<file path="config.mk">
export PLATFORM = sky130hd
export DESIGN_NAME = kvs_div
export DESIGN_NICKNAME = d
export VERILOG_FILES = /design/src/rtl/kvs_pkg.sv /design/src/rtl/kvs_div.sv
export SDC_FILE = /design/constraint.sdc
export NUM_CORES = 1
export LEC_CHECK = 0
export ABC_AREA = 1
export ABC_CLOCK_PERIOD_IN_PS = 6260
export BUFFER_PORTS_ARGS = -buffer_cell sky130_fd_sc_hd__buf_4
export CAP_MARGIN = 15
export CORE_MARGIN = 2
export CORE_UTILIZATION = 40
export DETAILED_ROUTE_END_ITERATION = 8
export SYNTH_ARGS = -nofsm -noshare
export SYNTH_HDL_FRONTEND = slang
export SYNTH_SLANG_ARGS = --single-unit
</file>
<file path="constraint.sdc">
create_clock -name clk -period 6.26 [get_ports clk]
set_clock_uncertainty 0.15 [all_clocks]
set_input_delay 0.313 -clock clk [delete_from_list [all_inputs] [get_ports clk]]
set_output_delay 0.313 -clock clk [all_outputs]
set_load 0.02 [all_outputs]
</file>
<file path="src/rtl/kvs_pkg.sv">
// ----------------------------------------------------------------------------
// kvs_pkg: shared constants and types for the keyframe vector sampler
// Table depth, widths, modes, register address and divider command and status structs.
// ----------------------------------------------------------------------------
package kvs_pkg;
	localparam int MAX_KEYS = 16;
	localparam int IDX_W    = $clog2(MAX_KEYS);
	localparam int CNT_W    = $clog2(MAX_KEYS + 1);
	localparam int DATA_W   = 32;
	localparam int WGT_W    = 17;
	localparam int DIV_STEPS = 16;

	localparam logic [0:0] MODE_LOAD   = 1'b0;
	localparam logic [0:0] MODE_SAMPLE = 1'b1;

	localparam logic [0:0] REG_KEY_COUNT = 1'b0;

	typedef struct packed {
		logic start;
		logic [DATA_W-1:0] num;
		logic [DATA_W-1:0] den;
	} div_cmd_t;

	typedef struct packed {
		logic busy;
		logic done;
		logic [WGT_W-1:0] quo;
	} div_sts_t;
endpackage

</file>
<file path="src/rtl/kvs_div.sv">
// ----------------------------------------------------------------------------
// kvs_div: serial restoring divider
// Computes (num << 16) / den, num < = den, one quotient bit a cycle.
// ----------------------------------------------------------------------------
module kvs_div (
	input  logic clk,
	input  logic arst_n,
	input  kvs_pkg::div_cmd_t cmd,
	output kvs_pkg::div_sts_t sts
);
	// remainder kept below 2*den, so 33 bits
	logic [kvs_pkg::DATA_W:0] rem_q;
	logic [kvs_pkg::DATA_W-1:0] den_q;
	logic [kvs_pkg::WGT_W-1:0] quo_q;
	logic [4:0] cnt_q;
	logic busy_q, done_q;
	logic [kvs_pkg::DATA_W+1:0] shl;
	logic ge;

	assign shl = {rem_q, 1'b0};
	assign ge  = shl >= {2'b00, den_q};

	always_ff @(posedge clk or negedge arst_n) begin
		if (!arst_n) begin
			busy_q <= 1'b0;
			done_q <= 1'b0;
			cnt_q  <= '0;
		end else begin
			done_q <= 1'b0;
			if (cmd.start) begin
				busy_q <= 1'b1;
				cnt_q  <= 5'(kvs_pkg::DIV_STEPS);
			end else if (busy_q) begin
				cnt_q <= cnt_q - 5'd1;
				if (cnt_q == 5'd1) begin
					busy_q <= 1'b0;
					done_q <= 1'b1;
				end
			end
		end
	end

	always_ff @(posedge clk) begin
		if (cmd.start) begin
			// first quotient bit: num >= den (num <= den, so bit 16)
			den_q <= cmd.den;
			if (cmd.num >= cmd.den) begin
				rem_q <= {1'b0, cmd.num - cmd.den};
				quo_q <= {{(kvs_pkg::WGT_W-1){1'b0}}, 1'b1};
			end else begin
				rem_q <= {1'b0, cmd.num};
				quo_q <= '0;
			end
		end else if (busy_q) begin
			if (ge) begin
				rem_q <= (kvs_pkg::DATA_W+1)'(shl - {2'b00, den_q});
			end else begin
				rem_q <= shl[kvs_pkg::DATA_W:0];
			end
			quo_q <= {quo_q[kvs_pkg::WGT_W-2:0], ge};
		end
	end

	assign sts.busy = busy_q;
	assign sts.done = done_q;
	assign sts.quo  = quo_q;
endmodule

</file>
Yosys cells after proc, flatten, opt, wreduce, memory -nomap -nowiden --
Index checks and enable logic that the tools add are counted.
Storage, ports and cells: bits in registers 89
Operators by class: $lt $le $gt $ge 2, eq/ne operators 1, reduce and logical (&&, ||, !) cells 1, add/sub/neg operators 3, muxes and demuxes 15
Operators by type and width (number):
- 33-bit two-way mux | 3
- 34-bit by 32-bit greater-or-equal comparator with 1-bit output | 1
- 17-bit two-way mux | 2
- 33-bit by 32-bit subtractor with 33-bit output | 1
- 32-bit greater-or-equal comparator | 1
- 32-bit two-way mux | 1
- 32-bit subtractor | 1
- 5-bit two-way mux | 2
- 1-bit two-way mux | 7
- 5-bit by 1-bit equality test with 1-bit output (second input constant) | 1
- 5-bit by 1-bit subtractor with 5-bit output (second input constant) | 1
- 2-bit nonzero test | 1

Depth between registers and ports, before layout --
word-level depth 4, gate-level depth with buffers 17, mapped depth without buffers 16

Worst setup path before layout --
OpenSTA, ideal clock, no wires.
path kind input -> register, start point input port cmd[32] (netlist name), end point register rem_q[28] (netlist name), data pin, required time 5.858 ns, buffers on the path 1, slack 3.961 ns, library setup time 0.252 ns, stages 16, arrival 1.897 ns, cells stage by stage inv_1 ha_1 fa_1 inv_1 nand2_1 nand2_1 nand3_1 nand2_2 nand2_2 nand3_2 nand2_4 nand2_4 buf_6 nand3_1 nand2_1 nand2_1
Between the ends: word-level cells in the longest chain between the ends 3, elaborated cells on any way between the ends 4
Ends and longest elaborated chain:
- start: declaration | RTL line kvs_div.sv:8 | input kvs_pkg::div_cmd_t cmd,
- 32-bit subtractor or 32-bit greater-or-equal comparator (tied branches) | RTL line kvs_div.sv:48, kvs_div.sv:47
- 32-bit two-way mux (*) | RTL line kvs_div.sv:47 | if (cmd.num >= cmd.den) begin
- 33-bit two-way mux (*) | RTL line kvs_div.sv:44 | if (cmd.start) begin
- end signal: assignment | RTL line kvs_div.sv:48 | rem_q <= {1'b0, cmd.num - cmd.den};
- end signal: assignment | RTL line kvs_div.sv:51 | rem_q <= {1'b0, cmd.num};
- end signal: assignment | RTL line kvs_div.sv:56 | rem_q <= (kvs_pkg::DATA_W+1)'(shl - {2'b00, den_q});
- end: declaration | RTL line kvs_div.sv:12 | logic [kvs_pkg::DATA_W:0] rem_q;
Every way passes the cells marked *; elsewhere a longest branch is shown, timed or not. A chain may end at the register's enable or synchronous reset.

Final worst setup path --
start point input port cmd[0] (netlist name), end point register rem_q[6] (netlist name), data pin
Same word-level chain as after synthesis.

==> metrics.txt <==
Layout area overhead=15.05%; Clock Sink Count=between 80 and 90; Hold Path Cell Cnt=1; RSZ-0062 raised after global routing=no; Initial Util=between 40% and 50%; VDD IR max=0.1516 mV; Mapped Cells=~1,600; Yosys reg bits=89; CTS resizes=0; top cells by area, synth=edfxtp_1 25%, nand2_1 24%, inv_1 13%; Chip Width=between 150 and 200 um; root buffer cell=clkbuf_16; dominant cell type by area after synthesis=edfxtp_1; max-slew violation count=0; vias in the first global route=roughly 9,400; Least-Margin Pin Slew=between 700 and 800 ps; Worst EP required=just over 6000 ps; global-route wire length before repair=47.95 mm; # rows=56; Seq pwr share=roughly 24%; DRC errors left=0; launching element type of the critical path=input pin; RR Startpoint=rem_q[8]; CTS Hold Bufs=25; period utilization=52.26%; Yosys warnings=0; Pwr per Cell Area=between 300 and 400 nW/um2; Hold Vio Cnt, Final=0; TritonCTS clock tree=yes; Switching Power=around 1800 uW; total global-route track usage=23.65%; CTS clk-pin slew, worst paths=70 ps; Final ANT Viol Nets=0; initial antenna violation count=0; Via density=about 4.8; status=finished clean; register area share after synthesis=a little over a quarter; final-report setup violation count=0; Comb pwr share=60.8%; hold endpoint=den_q[12]; TNS Setup=0 ps; clk_lat worst skew=360 ps; max_cap viols=0; Net Sw Frac=between 40% and 50%; Placeable Area=23,610 um2; routed wire length=just under 30 mm; DIE HEIGHT=~160 um; Pint=slightly below 2000 uW; postcts setup bufs=0; fin crit period=around 3300 ps; leak pwr=between 0.006 and 0.007 uW; Tot Pwr=~3800 uW; DRT iter0 DRCs=around 640; # IOs=86; GPL Wtd Cong=between 0.9 and 1; full die area=approximately 25,000 um2; Synth Area per Inst=around 6 um2; Clock Power Share=14.9%; CP Capture Type=flip-flop; Synth cell types=39; Max clock buf depth=2; Max Clock Freq=about 310 MHz; Vias=between 9,000 and 10,000; Tightest Hold Check Type=in2reg; drt first pass iters=5; H-tree Lvls=3; Net count, final=~1,800; Setup CP Type=in2reg; syn_nets=~1,700; routed len/inst=between 10 and 15 um; HP Start=cmd[12]; Post-Syn Area=9677 um2; end of the worst register-to-register path=rem_q[29]; CTS buffer count=9; share of layout cells above drive strength 1=a little under a tenth; DP HPWL=roughly 24 mm; Worst R2R Setup Slack=just over 3000 ps; Worst Reg-to-Reg Cells=15; PortBufs=85; Yosys top cell area share=roughly a quarter; largest net degree at the start of global routing=64; Worst EP arrival=roughly 3200 ps; Max-slew headroom=about half; crit path max fanout=33; Antenna diodes=0; gr ovfl total=0
-- critical path, cell delays in order --
cell and delay [ps]:
dlygate4sd3_1 550, buf_4 140, ha_1 220, fa_1 410
inv_1 110, nand2_1 60, nand2_1 70, nand3_1 80
nand2_2 120, nand2_2 70, nand3_2 70, nand2_4 200
nand2_4 390, nand2_1 120, nand3_1 210, nand2_1 90
-- cells in the mapped netlist --
cell,number
nand2_2,12
nand3_2,2
a21o_1,1
o22ai_1,1
edfxtp_1,82
nor2_4,1
a21oi_2,2
fa_1,2
buf_4,5
nand2_4,3
nor4_1,2
nor2_1,96
o21ai_1,2
buf_1,3
o21a_1,1
or2_2,2
clkinv_1,1
ha_1,66
nand4_1,15
buf_6,4
o211ai_2,1
nor3_1,2
xnor2_1,27
nand3_1,126
nand2_1,623
clkbuf_1,6
nor2_2,14
and2_1,10
o21ai_0,8
inv_1,340
nand3b_1,48
nor2_8,1
dfrtp_1,7
o21bai_1,3
a21oi_1,34
xor2_1,3
buf_2,8
inv_2,12
and3_1,1
-- how the worst max path moves through the flow --
stage,start,to,slack [ps],cells after the start
floorplan,cmd[32],rem_q[28],3960,16
global placement,rem_q[6],rem_q[22],3090,15
detailed placement,rem_q[7],rem_q[29],3020,15
CTS,rem_q[7],rem_q[27],3000,15
global route,cmd[18],rem_q[31],2770,16
finish,cmd[0],rem_q[6],2990,16
-- placed cells by master (no fill, tap or decap), drive strengths merged --
cell,netlist,routed
nand2,638,638
inv,352,355
nand3,128,128
nor2,112,112
buf,20,88
edfxtp,82,82
ha,66,66
nand3b,48,48
a21oi,36,36
xnor2,27,27
dlygate4sd3,0,25
nand4,15,15
and2,10,10
o21ai,10,10
clkbuf,6,9
dfrtp,7,7
o21bai,3,3
xor2,3,3
clkinv,1,3
or2,2,2
nor4,2,2
nor3,2,2
fa,2,2
a21o,1,1
o211ai,1,1
o21a,1,1
and3,1,1
o22ai,1,1
clkinvlp,0,1
bufinv,0,1
-- power by group through the flow --
stage / logic [uW] / clock network [uW] / registers, uW
detailed placement: 2240 / 0 / 927
global route: 2580 / 588 / 936
floorplan: 1680 / 0 / 919
CTS: 2270 / 572 / 916
finish: 2280 / 558 / 916
global placement: 2240 / 0 / 918
-- layer usage --
metal / global-route usage (%) / share of wire [%] / vias to the layer above
li1: - / - / 5005
met1: 31.62 / 48 / 4308
met2: 40.12 / 46 / 178
met3: 1.980 / 2.3 / 44
met4: 8.223 / 3.1 / 0
met5: 0 / 0 / -
-- final cells by class --
class / count / area [um2]
clock buffer: 9 / 225.2
clock inverter: 7 / 77.57
fill: 2520 / 12480
inverter: 353 / 1325
multi-input combinational: 1109 / 5558
sequential: 89 / 2638
tap: 319 / 399.1
timing repair buffer: 113 / 910.9
-- flip-flops by register name (all words and copies together) (netlist names) --
register and count:
done_q 1, busy_q 1, den_q 32, cnt_q 5
rem_q 33, quo_q 17
-- cell families after synthesis --
group | synth area share (%)
fa+ha+maj | 8.948
compound gates | 3.039
xor+xnor | 2.715
flops | 27.26
buf+inv | 15.31
simple gates | 42.73
-- metrics by stage --
stage                     utilization, %  instances  setup WS (ps)  hold slack (ps)  cell area (um2)
final                              47.15       1999           2988            11.53            11130
after global routing               47.15       1999           2770            6.397            11130
after floorplan                        -       1577           3961           -132.6             9677
after detailed placement           44.81       1958           3017           -12.00            10580
after CTS                          47.15       1999           3003           0.6942            11130
after global placement             44.81       1958           3086           -9.566            10580
Note: power is estimated with default switching activity, not from simulation.
